--- config.mk ---
export PLATFORM = sky130hd
export DESIGN_NAME = meter_frame_receiver
export DESIGN_NICKNAME = d
export VERILOG_FILES = /design/src/hdl/mfr_pkg.sv /design/src/hdl/mfr_cell.sv /design/src/hdl/mfr_chain.sv /design/src/hdl/meter_frame_receiver.sv
export SDC_FILE = /design/constraint.sdc
export NUM_CORES = 1
export LEC_CHECK = 0
export BUFFER_PORTS_ARGS = -buffer_cell sky130_fd_sc_hd__buf_2
export CAP_MARGIN = 20
export CORE_ASPECT_RATIO = 0.6
export CORE_MARGIN = 2
export CORE_UTILIZATION = 52
export CTS_CLUSTER_DIAMETER = 150
export CTS_CLUSTER_SIZE = 24
export DETAILED_ROUTE_END_ITERATION = 10
export HOLD_SLACK_MARGIN = 0.12
export PLACE_DENSITY = 0.78
export SLEW_MARGIN = 25
export SYNTH_ARGS = -nofsm -noshare
export SYNTH_HDL_FRONTEND = slang
export SYNTH_SLANG_ARGS = --single-unit
--- constraint.sdc ---
create_clock -name clk -period 3.7 [get_ports clk]
set_input_delay 0.74 -clock clk [delete_from_list [all_inputs] [get_ports clk]]
set_output_delay 0.74 -clock clk [all_outputs]
set_load 0.1 [all_outputs]
--- src/hdl/mfr_pkg.sv ---
// Shared constants, codes and types of the meter frame receiver.
`default_nettype none

package mfr_pkg;

    // Frame store depth in bytes (16 to 64).
    localparam int BUF_DEPTH = 64;
    localparam int IDX_W     = $clog2(BUF_DEPTH);
    localparam int CNT_W     = $clog2(BUF_DEPTH + 1);

    localparam int BYTE_W    = 8;
    localparam int BIDX_W    = 6;
    localparam int TOT_W     = 9;
    localparam int CFG_IDX_W = 2;

    // Frame layout.
    localparam int HDR_SECOND     = 7;
    localparam int LEN_POS        = 9;
    localparam int FRAME_OVERHEAD = 12;
    localparam int CS_OFFSET      = 10;
    localparam int END_OFFSET     = 11;

    localparam logic [BYTE_W-1:0] START_RESET = 8'h68;
    localparam logic [BYTE_W-1:0] END_RESET   = 8'h16;

    typedef enum logic [CFG_IDX_W-1:0] {
        REG_START = 2'd0,
        REG_END   = 2'd1
    } reg_index_t;

    typedef enum logic [1:0] {
        ST_FRAME = 2'd0,
        ST_CSUM  = 2'd1,
        ST_END   = 2'd2,
        ST_LONG  = 2'd3
    } status_t;

    typedef enum logic [2:0] {
        S_IDLE,
        S_HUNT,
        S_CHECK,
        S_WALK,
        S_VERDICT,
        S_ERR,
        S_EMIT
    } state_t;

    // Control from the sequencer to the cell chain.
    typedef struct packed {
        logic              shift;
        logic              append;
        logic [IDX_W-1:0]  slot;
        logic [BYTE_W-1:0] din;
    } chain_ctrl_t;

    // Fixed taps of the chain seen by the sequencer.
    typedef struct packed {
        logic [BYTE_W-1:0] head;
        logic [BYTE_W-1:0] hdr2;
        logic [BYTE_W-1:0] len;
    } chain_view_t;

endpackage

`default_nettype wire

--- src/hdl/mfr_cell.sv ---
// One byte cell of the frame store chain.
`default_nettype none

module mfr_cell (
    input  wire logic                          clk,
    input  wire logic                          shift,
    input  wire logic                          load,
    input  wire logic [mfr_pkg::BYTE_W-1:0]    right_byte,
    input  wire logic [mfr_pkg::BYTE_W-1:0]    load_byte,
    output logic      [mfr_pkg::BYTE_W-1:0]    data
);

    logic [mfr_pkg::BYTE_W-1:0] data_reg;
    logic [mfr_pkg::BYTE_W-1:0] data_next;

    always_comb
    begin
        data_next = data_reg;
        if (shift)
        begin
            data_next = right_byte;
        end
        else if (load)
        begin
            data_next = load_byte;
        end
    end

    always_ff @(posedge clk)
    begin
        data_reg <= data_next;
    end

    assign data = data_reg;

endmodule

`default_nettype wire

--- src/hdl/mfr_chain.sv ---
// Frame store built as a rotating chain of byte cells.
`default_nettype none

module mfr_chain (
    input  wire logic                 clk,
    input  wire mfr_pkg::chain_ctrl_t ctrl,
    output mfr_pkg::chain_view_t      view
);

    logic [mfr_pkg::BYTE_W-1:0] cell_data [mfr_pkg::BUF_DEPTH];

    genvar gi;
    generate
        for (gi = 0; gi < mfr_pkg::BUF_DEPTH; gi++)
        begin : g_cell
            logic                       load_sel;
            logic [mfr_pkg::BYTE_W-1:0] right_byte;

            // Append lands in the cell right after the held bytes.
            assign load_sel = ctrl.append && (ctrl.slot == mfr_pkg::IDX_W'(gi));
            // Tail takes the head, so a shift is a rotation.
            assign right_byte = cell_data[(gi + 1) % mfr_pkg::BUF_DEPTH];

            mfr_cell u_cell (
                .clk        (clk),
                .shift      (ctrl.shift),
                .load       (load_sel),
                .right_byte (right_byte),
                .load_byte  (ctrl.din),
                .data       (cell_data[gi])
            );
        end
    endgenerate

    assign view.head = cell_data[0];
    assign view.hdr2 = cell_data[mfr_pkg::HDR_SECOND];
    assign view.len  = cell_data[mfr_pkg::LEN_POS];

endmodule

`default_nettype wire

--- src/hdl/meter_frame_receiver.sv ---
// Top level of the meter frame receiver: sequencer, result register and checks.
// Sequence: an accepted byte is appended; the hunt drops leading bytes one by one until a
//   header fits, then the length check runs; a complete frame adds a checksum walk over
//   the whole store and a verdict, a too-long length goes straight to its error result.
// Throughput: one byte at a time; the next byte is taken only in idle, once the last result
//   is loaded, so results that stall hold off the input.
// Reset: rst_n clears control, fill count, output valid; markers reset; store undefined.
`default_nettype none

module meter_frame_receiver (
    input  wire logic                              clk,
    input  wire logic                              rst_n,
    // Input item stream
    input  wire logic                              s_axis_tvalid,
    output logic                                   s_axis_tready,
    input  wire logic [7:0]                        s_axis_tdata,   // [7:0] rx_byte
    // Result stream
    output logic                                   m_axis_tvalid,
    input  wire logic                              m_axis_tready,
    output logic      [15:0]                       m_axis_tdata,   // [7:0] out_byte,
                                                                   // [13:8] byte_index,
                                                                   // [15:14] zero
    output logic                                   m_axis_tlast,   // last
    output logic      [1:0]                        m_axis_tuser,   // [1:0] status
    // Configuration writes
    input  wire logic                              cfg_we,
    input  wire logic [mfr_pkg::CFG_IDX_W-1:0]     cfg_index,
    input  wire logic [mfr_pkg::BYTE_W-1:0]        cfg_data
);

    localparam int BW = mfr_pkg::BYTE_W;
    localparam int TW = mfr_pkg::TOT_W;

    // Sequencer state
    mfr_pkg::state_t              state_reg, state_next;
    logic [mfr_pkg::CNT_W-1:0]    fill_reg, fill_next;
    logic                         done_reg, done_next;       // verdict given for this byte
    logic [mfr_pkg::IDX_W-1:0]    walk_reg, walk_next;       // rotation step of the walk
    logic [BW-1:0]                sum_reg, sum_next;
    logic [BW-1:0]                cs_reg, cs_next;
    logic [BW-1:0]                endb_reg, endb_next;
    logic [BW-1:0]                len_reg, len_next;
    mfr_pkg::status_t             err_reg, err_next;
    logic [mfr_pkg::BIDX_W-1:0]   emit_reg, emit_next;

    // Configuration
    logic [BW-1:0]                start_reg, start_next;
    logic [BW-1:0]                end_reg, end_next;

    // Result register
    logic                         out_valid_reg, out_valid_next;
    logic [BW-1:0]                out_byte_reg, out_byte_next;
    logic [mfr_pkg::BIDX_W-1:0]   out_idx_reg, out_idx_next;
    logic                         out_last_reg, out_last_next;
    mfr_pkg::status_t             out_status_reg, out_status_next;

    mfr_pkg::chain_ctrl_t         chain_ctrl;
    mfr_pkg::chain_view_t         chain_view;

    logic                         in_fire;
    logic                         can_load;
    logic                         hunt_drop;
    logic [TW-1:0]                fill_wide;
    logic [TW-1:0]                view_total;
    logic [TW-1:0]                walk_wide;
    logic [TW-1:0]                cs_pos;
    logic [TW-1:0]                end_pos;
    logic [TW-1:0]                frame_total;
    logic                         emit_last;
    logic                         verdict_bad;

    mfr_chain u_chain (
        .clk  (clk),
        .ctrl (chain_ctrl),
        .view (chain_view)
    );

    assign s_axis_tready = (state_reg == mfr_pkg::S_IDLE);
    assign in_fire       = s_axis_tvalid && s_axis_tready;
    // Result register is free when empty or being drained this cycle.
    assign can_load      = !out_valid_reg || m_axis_tready;

    // Drop the head while it is no start byte, or while the second start byte is wrong.
    assign hunt_drop = ((fill_reg != '0) && (chain_view.head != start_reg)) ||
                       ((fill_reg > mfr_pkg::CNT_W'(mfr_pkg::HDR_SECOND)) &&
                        (chain_view.hdr2 != start_reg));

    assign fill_wide   = TW'(fill_reg);
    assign view_total  = TW'(chain_view.len) + TW'(mfr_pkg::FRAME_OVERHEAD);
    assign walk_wide   = TW'(walk_reg);
    assign cs_pos      = TW'(len_reg) + TW'(mfr_pkg::CS_OFFSET);
    assign end_pos     = TW'(len_reg) + TW'(mfr_pkg::END_OFFSET);
    assign frame_total = TW'(len_reg) + TW'(mfr_pkg::FRAME_OVERHEAD);
    assign emit_last   = (TW'(emit_reg) == frame_total - TW'(1));
    assign verdict_bad = (endb_reg != end_reg) || (sum_reg != cs_reg);

    // Next state
    always_comb
    begin
        state_next = state_reg;
        unique case (state_reg)
            mfr_pkg::S_IDLE:
            begin
                if (in_fire)
                begin
                    state_next = mfr_pkg::S_HUNT;
                end
            end
            mfr_pkg::S_HUNT:
            begin
                if (!hunt_drop)
                begin
                    state_next = done_reg ? mfr_pkg::S_IDLE : mfr_pkg::S_CHECK;
                end
            end
            mfr_pkg::S_CHECK:
            begin
                priority if (fill_reg <= mfr_pkg::CNT_W'(mfr_pkg::LEN_POS))
                begin
                    state_next = mfr_pkg::S_IDLE;
                end
                else if (view_total > TW'(mfr_pkg::BUF_DEPTH))
                begin
                    state_next = mfr_pkg::S_ERR;
                end
                else if (fill_wide < view_total)
                begin
                    state_next = mfr_pkg::S_IDLE;
                end
                else
                begin
                    state_next = mfr_pkg::S_WALK;
                end
            end
            mfr_pkg::S_WALK:
            begin
                // A full rotation restores the store order.
                if (walk_reg == mfr_pkg::IDX_W'(mfr_pkg::BUF_DEPTH - 1))
                begin
                    state_next = mfr_pkg::S_VERDICT;
                end
            end
            mfr_pkg::S_VERDICT:
            begin
                state_next = verdict_bad ? mfr_pkg::S_ERR : mfr_pkg::S_EMIT;
            end
            mfr_pkg::S_ERR:
            begin
                if (can_load)
                begin
                    state_next = mfr_pkg::S_HUNT;
                end
            end
            mfr_pkg::S_EMIT:
            begin
                if (can_load && emit_last)
                begin
                    state_next = mfr_pkg::S_HUNT;
                end
            end
            default:
            begin
                state_next = mfr_pkg::S_IDLE;
            end
        endcase
    end

    // Datapath and chain control
    always_comb
    begin
        fill_next       = fill_reg;
        done_next       = done_reg;
        walk_next       = walk_reg;
        sum_next        = sum_reg;
        cs_next         = cs_reg;
        endb_next       = endb_reg;
        len_next        = len_reg;
        err_next        = err_reg;
        emit_next       = emit_reg;
        out_valid_next  = out_valid_reg && !m_axis_tready;
        out_byte_next   = out_byte_reg;
        out_idx_next    = out_idx_reg;
        out_last_next   = out_last_reg;
        out_status_next = out_status_reg;
        chain_ctrl.shift  = 1'b0;
        chain_ctrl.append = 1'b0;
        chain_ctrl.slot   = fill_reg[mfr_pkg::IDX_W-1:0];
        chain_ctrl.din    = s_axis_tdata;

        unique case (state_reg)
            mfr_pkg::S_IDLE:
            begin
                if (in_fire)
                begin
                    // Append the byte behind the held ones.
                    chain_ctrl.append = 1'b1;
                    fill_next         = fill_reg + mfr_pkg::CNT_W'(1);
                    done_next         = 1'b0;
                end
            end
            mfr_pkg::S_HUNT:
            begin
                if (hunt_drop)
                begin
                    chain_ctrl.shift = 1'b1;
                    fill_next        = fill_reg - mfr_pkg::CNT_W'(1);
                end
            end
            mfr_pkg::S_CHECK:
            begin
                len_next  = chain_view.len;
                err_next  = mfr_pkg::ST_LONG;
                walk_next = '0;
                sum_next  = '0;
            end
            mfr_pkg::S_WALK:
            begin
                // Head holds byte number walk_reg of the frame.
                chain_ctrl.shift = 1'b1;
                walk_next        = walk_reg + mfr_pkg::IDX_W'(1);
                if (walk_wide < cs_pos)
                begin
                    sum_next = sum_reg + chain_view.head;
                end
                if (walk_wide == cs_pos)
                begin
                    cs_next = chain_view.head;
                end
                if (walk_wide == end_pos)
                begin
                    endb_next = chain_view.head;
                end
            end
            mfr_pkg::S_VERDICT:
            begin
                err_next  = (endb_reg != end_reg) ? mfr_pkg::ST_END : mfr_pkg::ST_CSUM;
                emit_next = '0;
            end
            mfr_pkg::S_ERR:
            begin
                if (can_load)
                begin
                    out_valid_next   = 1'b1;
                    out_byte_next    = '0;
                    out_idx_next     = '0;
                    out_last_next    = 1'b1;
                    out_status_next  = err_reg;
                    chain_ctrl.shift = 1'b1;
                    fill_next        = fill_reg - mfr_pkg::CNT_W'(1);
                    done_next        = 1'b1;
                end
            end
            mfr_pkg::S_EMIT:
            begin
                if (can_load)
                begin
                    // Emitting the head and rotating drops it from the store.
                    out_valid_next   = 1'b1;
                    out_byte_next    = chain_view.head;
                    out_idx_next     = emit_reg;
                    out_last_next    = emit_last;
                    out_status_next  = mfr_pkg::ST_FRAME;
                    chain_ctrl.shift = 1'b1;
                    fill_next        = fill_reg - mfr_pkg::CNT_W'(1);
                    emit_next        = emit_reg + mfr_pkg::BIDX_W'(1);
                    done_next        = 1'b1;
                end
            end
            default:
            begin
                fill_next = fill_reg;
            end
        endcase
    end

    // Configuration writes; an unknown index is ignored.
    always_comb
    begin
        start_next = start_reg;
        end_next   = end_reg;
        if (cfg_we)
        begin
            if (cfg_index == mfr_pkg::REG_START)
            begin
                start_next = cfg_data;
            end
            else if (cfg_index == mfr_pkg::REG_END)
            begin
                end_next = cfg_data;
            end
        end
    end

    always_ff @(posedge clk or negedge rst_n)
    begin
        if (!rst_n)
        begin
            state_reg     <= mfr_pkg::S_IDLE;
            fill_reg      <= '0;
            done_reg      <= 1'b0;
            out_valid_reg <= 1'b0;
            start_reg     <= mfr_pkg::START_RESET;
            end_reg       <= mfr_pkg::END_RESET;
        end
        else
        begin
            state_reg     <= state_next;
            fill_reg      <= fill_next;
            done_reg      <= done_next;
            out_valid_reg <= out_valid_next;
            start_reg     <= start_next;
            end_reg       <= end_next;
        end
    end

    always_ff @(posedge clk)
    begin
        walk_reg       <= walk_next;
        sum_reg        <= sum_next;
        cs_reg         <= cs_next;
        endb_reg       <= endb_next;
        len_reg        <= len_next;
        err_reg        <= err_next;
        emit_reg       <= emit_next;
        out_byte_reg   <= out_byte_next;
        out_idx_reg    <= out_idx_next;
        out_last_reg   <= out_last_next;
        out_status_reg <= out_status_next;
    end

    assign m_axis_tvalid = out_valid_reg;
    assign m_axis_tdata  = {2'b00, out_idx_reg, out_byte_reg};
    assign m_axis_tlast  = out_last_reg;
    assign m_axis_tuser  = out_status_reg;

    // Store never holds more than its depth.
    a_fill_bound: assert property (@(posedge clk) disable iff (!rst_n)
        fill_reg <= mfr_pkg::CNT_W'(mfr_pkg::BUF_DEPTH))
        else $error("fill count beyond store depth");

    // An accepted byte grows the store by one.
    a_append: assert property (@(posedge clk) disable iff (!rst_n)
        in_fire |=> (fill_reg == $past(fill_reg) + mfr_pkg::CNT_W'(1)))
        else $error("accepted byte not appended");

    // The checksum walk rotates without dropping.
    a_walk_hold: assert property (@(posedge clk) disable iff (!rst_n)
        (state_reg == mfr_pkg::S_WALK) |=> (fill_reg == $past(fill_reg)))
        else $error("fill count changed during walk");

    // Error results are always single and marked last.
    a_err_last: assert property (@(posedge clk) disable iff (!rst_n)
        (m_axis_tvalid && (m_axis_tuser != mfr_pkg::ST_FRAME)) |->
        (m_axis_tlast && (m_axis_tdata == '0)))
        else $error("error result malformed");

endmodule

`default_nettype wire

==> results of run 1 <==
-- worst max-delay path by stage --
stage / startpoint / cells after the start / to
finish: state_reg[1] / 10 / fill_reg[6]
global route: state_reg[1] / 10 / fill_reg[6]
CTS: state_reg[1] / 10 / fill_reg[6]
detailed placement: u_chain.g_cell[0].u_cell.data[7] / 10 / u_chain.g_cell[56].u_cell.data[0]
global placement: state_reg[1] / 10 / fill_reg[6]
floorplan: state_reg[1] / 5 / u_chain.g_cell[49].u_cell.data[0]
-- routing by layer --
| layer | up-vias | track usage | routed length, um | part of all wire |
|---|---|---|---|---|
| li1 | 6490 | - | - | - |
| met5 | - | 0 | 0 | 0 |
| met1 | 7331 | 0.3444 | 26030 | 0.47 |
| met4 | 0 | 0.02814 | 650 | 0.012 |
| met3 | 53 | 0.06090 | 6239 | 0.11 |
| met2 | 664 | 0.2957 | 22970 | 0.41 |
-- metrics by stage --
step	utilization	hold WS [ns]
2_1_floorplan	-	0.4444
3_3_place_gp	0.5468	0.4958
3_5_place_dp	0.5468	0.5009
4_1_cts	0.5640	0.1725
5_1_grt	0.5646	0.2002
6_report	0.5646	0.1769
-- cells in the mapped netlist (all sizes together) (3+ instances only) --
master  number
a21o       519
a21oi       21
and2        12
and3        18
buf         85
clkbuf      58
dfrtp       22
dfstp        6
edfxtp     575
ha          31
inv         13
mux2        20
nand2       30
nand2b       7
nand3       15
nand3b       5
nand4        5
nor2        35
nor2b       15
nor3        10
nor3b        3
nor4         7
o21a         4
o21ai       81
or3          5
xnor2       33
xor2        44
-- kinds of logic after synthesis --
group                      Yosys count  synth area share
buffers and inverters              156           0.03945
DFF                                603            0.6953
and+or+nand+nor                    172           0.03490
muxes                               22          0.009487
AOI/OAI and AO/OA                  644            0.1781
adders and majority gates           33           0.01655
other                                1         0.0001451
xor gates and xnor gates            77           0.02609
-- cell type report --
cell class              instances  area (sq um)  area share
well taps                     650         813.3     0.02924
clock inverters                 2         38.79    0.001394
flip-flops and latches        603         17970      0.6462
multi-input cells             950          6889      0.2477
inverters                      13         48.80    0.001754
repair buffers                151          1239     0.04453
clock buffers                  52         812.0     0.02919
-- worst register-to-register path, cell delays in order, from the launching register on --
cell and delay (ns):
dfrtp_1 0.56, nand2_1 0.40, o21ai_0 0.49, fa_1 0.58, a21o_1 0.20, a21oi_1 0.23, o21bai_1 0.10, a21oi_1 0.20
xor2_1 0.20, nor2_1 0.09, xor2_1 0.15
==> summary.txt, run 1 <==
Status
  • Outcome: finished, final reports clean

Global route
  • Number of global-route vias before repair: 14057
  • Grt ovf: 0
  • Largest net degree at the start of global routing: 278
  • Global-route usage over all layers: 0.2148
  • Initial antenna violation count: 2
  • First-pass GRT wire length: 85420 um

STA
  • Fmax: 302.6 MHz
  • Fin. Hold Viols: 0
  • Setup tns final: 0 ns
  • RSZ-0062 raised after global routing: no
  • Rel. slew slack: 0.2965
  • Fin worst setup slack: 0.3955 ns
  • Worst-margin pin slew: 1.046 ns
  • Clock Skew: 0.02482 ns
  • Crit share post-route: 0.8931
  • Minimum clock period: 3.304 ns
  • Final Max Tran Viols: 0
  • Final setup vio count: 0

Yosys
  • Avg Cell Area, Syn: 15.14 sq um
  • Cell Area, Synth: 25850 sq um
  • Cell accounting for the most synthesized area: edfxtp_1
  • Netlist cell types: 54
  • Sequential share of the synthesized area: 0.6953
  • Synthesized flop and latch total: 603
  • Ranking of synthesized cells by area: edfxtp_1 67%, a21o_1 15%, dfrtp_1 2.1%, buf_6 2.1%, o21ai_0 1.5%
  • Asr flop ratio synth: 0.04643
  • Synth top area share: 0.6679
  • EDFF count, synth: 575
  • Yosys warns: 0
  • Ys flop type: edfxtp_1
  • Syn Inst Count: 1708

Place
  • Dpl hpwl: 35390 um
  • Number of port buffers: 41
  • Dpl ws: 0.5093 ns
  • GPL Wtd Cong: 0.8879
  • Placed Cells incl. Taps: 2366
  • Placed Area: 26940 sq um

Route
  • Initial DRC count: 1885
  • Remaining DRCs: 0
  • ANT nets after route: 0
  • Via-per-instance ratio: 6.005
  • Drt first pass iters: 5
  • DR WL/cell: 23.08 um
  • Final wirelength: 55880 um
  • Via Count: 14538

Layout
  • Area delta synth->final: 7.599%
  • Layout cells sized above 1: 0.1270
  • Final std cells w/o fill: 2421
  • Filler instances: 3788
  • Max reg flops: 512
  • Post-route cell area: 27820 sq um
  • Final net count: 1804
  • ANT cells: 0
  • Most common cell after layout, fill and taps aside: edfxtp_1
  • Commonest non-fill, non-tap cells in the layout: 575 x edfxtp_1, 519 x a21o_1, 94 x buf_4, 80 x o21ai_0, 44 x xor2_1

Die
  • Core area: 49270 sq um
  • Vert. Die Dim: 176.7 um
  • Die width: 291.8 um
  • Die area: 51570 sq um
  • Ports: 44
  • Rows: 63
  • Initial Utilization: 0.5247

Clocking
  • CTS tree: yes
  • Post-cts sizing count: 0
  • # H-tree levels: 1
  • Longest Clk Path Bufs: 3
  • Worst skew pair latency: 0.61 ns
  • Hold Buf Count CTS: 0
  • Clk root buf: clkbuf_16
  • CTS Sinks: 603
  • Clk slew on worst S/H paths: 0.10 ns
  • Num CTS Buffers: 29
  • Post-CTS setup buffers: 0

Worst setup path
  • Crit path buf inv count: 0
  • Slowest CP cell: fa_1
  • Worst path max stage delay: 0.57 ns
  • Reg2reg setup slack: 0.40 ns
  • R2R depth: 10
  • Max FO, Critical Path: 16
  • Reg2reg start: state_reg[1]
  • Critical path class: reg2reg
  • Kind of end point of the critical path: flop
  • CP top delay family: compound AO/OA/AOI/OAI gates
  • Capture point of the worst reg-to-reg path: fill_reg[6]
  • Critical Path RT: 4.19 ns
  • Worst-path cell chain: nand2_1 -> o21ai_0 -> fa_1 -> a21o_1 -> a21oi_1 -> o21bai_1 -> a21oi_1 -> xor2_1 -> nor2_1 -> xor2_1
  • Startpoint Class: flop
  • Worst path arrival time: 3.79 ns

Job
  • Max-cap violations: 0

Worst hold path
  • Hold Crit Class: in2async
Power of run 1 is left out: the tool's default activity adds up to more than one toggle a clock period on the data nets, which glitch-free logic cannot reach.
==> run 2: changes to the inputs <==
Settings changed: CORE_ASPECT_RATIO 0.6 to 2, PLACE_DENSITY 0.78 to 0.75.
==> run 2 against run 1 <==
  * Via count up 0.74%
  * Clock skew down 0.0029 ns
  * Routed wire length up 3.3%
  * Die area about the same
  * Count of clock-buffer cells in the layout unchanged
  * Fmax up 5.3%
  * Core utilization down 0.070 points
  * Critical path depth down 1
  * Design area down 0.24%
  * First-iteration DRC count down 18%
==> summary.txt, run 2 (synthesis gave the netlist of run 1 again) <==
STA
  • RSZ-0062 raised after global routing: no
  • Minimum clock period: 3.138 ns
  • Setup tns final: 0 ns
  • Rel. slew slack: 0.4358
  • Fin. Hold Viols: 0
  • Fmax: 318.7 MHz
  • Hold_ws: 0.2133 ns
  • Worst-margin pin slew: 0.8463 ns
  • Crit share post-route: 0.8482
  • Final setup vio count: 0
  • Final Max Tran Viols: 0
  • Clock Skew: 0.02195 ns

Layout
  • Max reg flops: 512
  • Final std cells w/o fill: 2414
  • Area delta synth->final: 7.342%
  • ANT cells: 0
  • Post-route cell area: 27750 sq um
  • Multi-input gate area: 6889 sq um
  • Layout cells sized above 1: 0.1270
  • Final net count: 1804
  • Area taken by flip-flops and latches: 17970 sq um
  • Commonest non-fill, non-tap cells in the layout: 575 x edfxtp_1, 519 x a21o_1, 98 x buf_4, 80 x o21ai_0, 44 x xor2_1
  • Most common cell after layout, fill and taps aside: edfxtp_1
  • Filler instances: 3823

Clocking
  • CTS Sinks: 603
  • Hold Buf Count CTS: 0
  • Worst skew pair latency: 0.60 ns
  • # H-tree levels: 1
  • Num CTS Buffers: 29
  • CTS tree: yes
  • Longest Clk Path Bufs: 3
  • Post-cts sizing count: 0
  • Post-CTS setup buffers: 0
  • Clk slew on worst S/H paths: 0.10 ns
  • Clk root buf: clkbuf_16

Worst setup path
  • Reg2reg setup slack: 0.56 ns
  • Max FO, Critical Path: 126
  • Critical path class: reg2reg
  • Worst path max stage delay: 0.55 ns
  • Kind of end point of the critical path: flop
  • Worst-path cell chain: xor2_1 -> nor4_1 -> a21oi_1 -> o21ai_2 -> buf_4 -> nand3_4 -> buf_12 -> buf_12 -> a21o_1
  • Reg2reg start: u_chain.g_cell[0].u_cell.data[1]
  • R2R depth: 9
  • Critical Path RT: 4.04 ns
  • Startpoint Class: flop
  • Capture point of the worst reg-to-reg path: u_chain.g_cell[39].u_cell.data[4]
  • Setup crit start: u_chain.g_cell[0].u_cell.data[1]
  • Slowest CP cell: edfxtp_1
  • Most used cell along the critical path: buf_12
  • Worst path arrival time: 3.48 ns

Place
  • Dpl hpwl: 38180 um
  • Number of port buffers: 41
  • Placed Cells incl. Taps: 2360
  • Placed Area: 26900 sq um
  • GPL Wtd Cong: 0.8574

Global route
  • Number of global-route vias before repair: 15207
  • First-pass GRT wire length: 86710 um
  • Initial antenna violation count: 0
  • Largest net degree at the start of global routing: 206
  • Global-route usage over all layers: 0.2195
  • Grt ovf: 0

Route
  • Initial DRC count: 1549
  • Remaining DRCs: 0
  • ANT nets after route: 0
  • Final wirelength: 57740 um
  • DR WL/cell: 23.92 um
  • Via-per-instance ratio: 6.067
  • Via Count: 14645
  • Drt first pass iters: 6

Job
  • Max-cap violations: 0

Die
  • Die width: 161.7 um
  • Initial Utilization: 0.5253
  • Vert. Die Dim: 319.3 um
  • Ports: 44
  • Die area: 51620 sq um
  • Rows: 115
  • Core area: 49210 sq um

Status
  • Outcome: finished, final reports clean

Worst hold path
  • Hold Crit Class: in2async
-- run 2: cell count changes in the layout (fill, tap and decap cells not counted) --
cell	delta
buf_16	-1
buf_12	-3
buf_4	+4
-- run 2: final cells by class --
type | instances | area share
clock buffers | 52 | 0.02926
clock inverters | 2 | 0.001398
inverters | 13 | 0.001759
multi-input cells | 950 | 0.2483
flip-flops and latches | 603 | 0.6478
well taps | 643 | 0.02899
repair buffers | 151 | 0.04256
-- run 2: worst max path at each step --
stage                                             end  slack, ns  depth (start not counted)
finish              u_chain.g_cell[39].u_cell.data[4]       0.56                          9
global route        u_chain.g_cell[30].u_cell.data[5]       0.47                          7
CTS                  u_chain.g_cell[8].u_cell.data[2]       0.57                          9
detailed placement  u_chain.g_cell[24].u_cell.data[5]       0.58                          9
global placement    u_chain.g_cell[30].u_cell.data[5]       0.65                          9
floorplan           u_chain.g_cell[49].u_cell.data[0]       0.30                          5
-- run 2: stage by stage --
step,util,worst slack (ns)
floorplan,-,0.2963
global placement,0.5466,0.6482
detailed placement,0.5466,0.5800
CTS,0.5639,0.5745
global route,0.5639,0.4655
finish,0.5639,0.5618
-- run 2: critical path: cells and delay by family, from the launching register on --
| family | cells | cell delay [ns] |
|---|---|---|
| buffers and inverters | 3 | 0.71 |
| DFF | 1 | 0.55 |
| and+or+nand+nor | 2 | 0.63 |
| AOI/OAI and AO/OA | 3 | 0.63 |
| xor gates and xnor gates | 1 | 0.22 |
-- run 2: per-layer routing --
| metal | track usage | share of wire | vias to the layer above |
|---|---|---|---|
| met2 | 0.4225 | 0.55 | 513 |
| met1 | 0.2379 | 0.35 | 7512 |
| met4 | 0.1056 | 0.053 | 0 |
| met3 | 0.01938 | 0.042 | 145 |
| met5 | 0 | 0 | - |
| li1 | - | - | 6475 |
Power of run 2 is left out for the same reason.
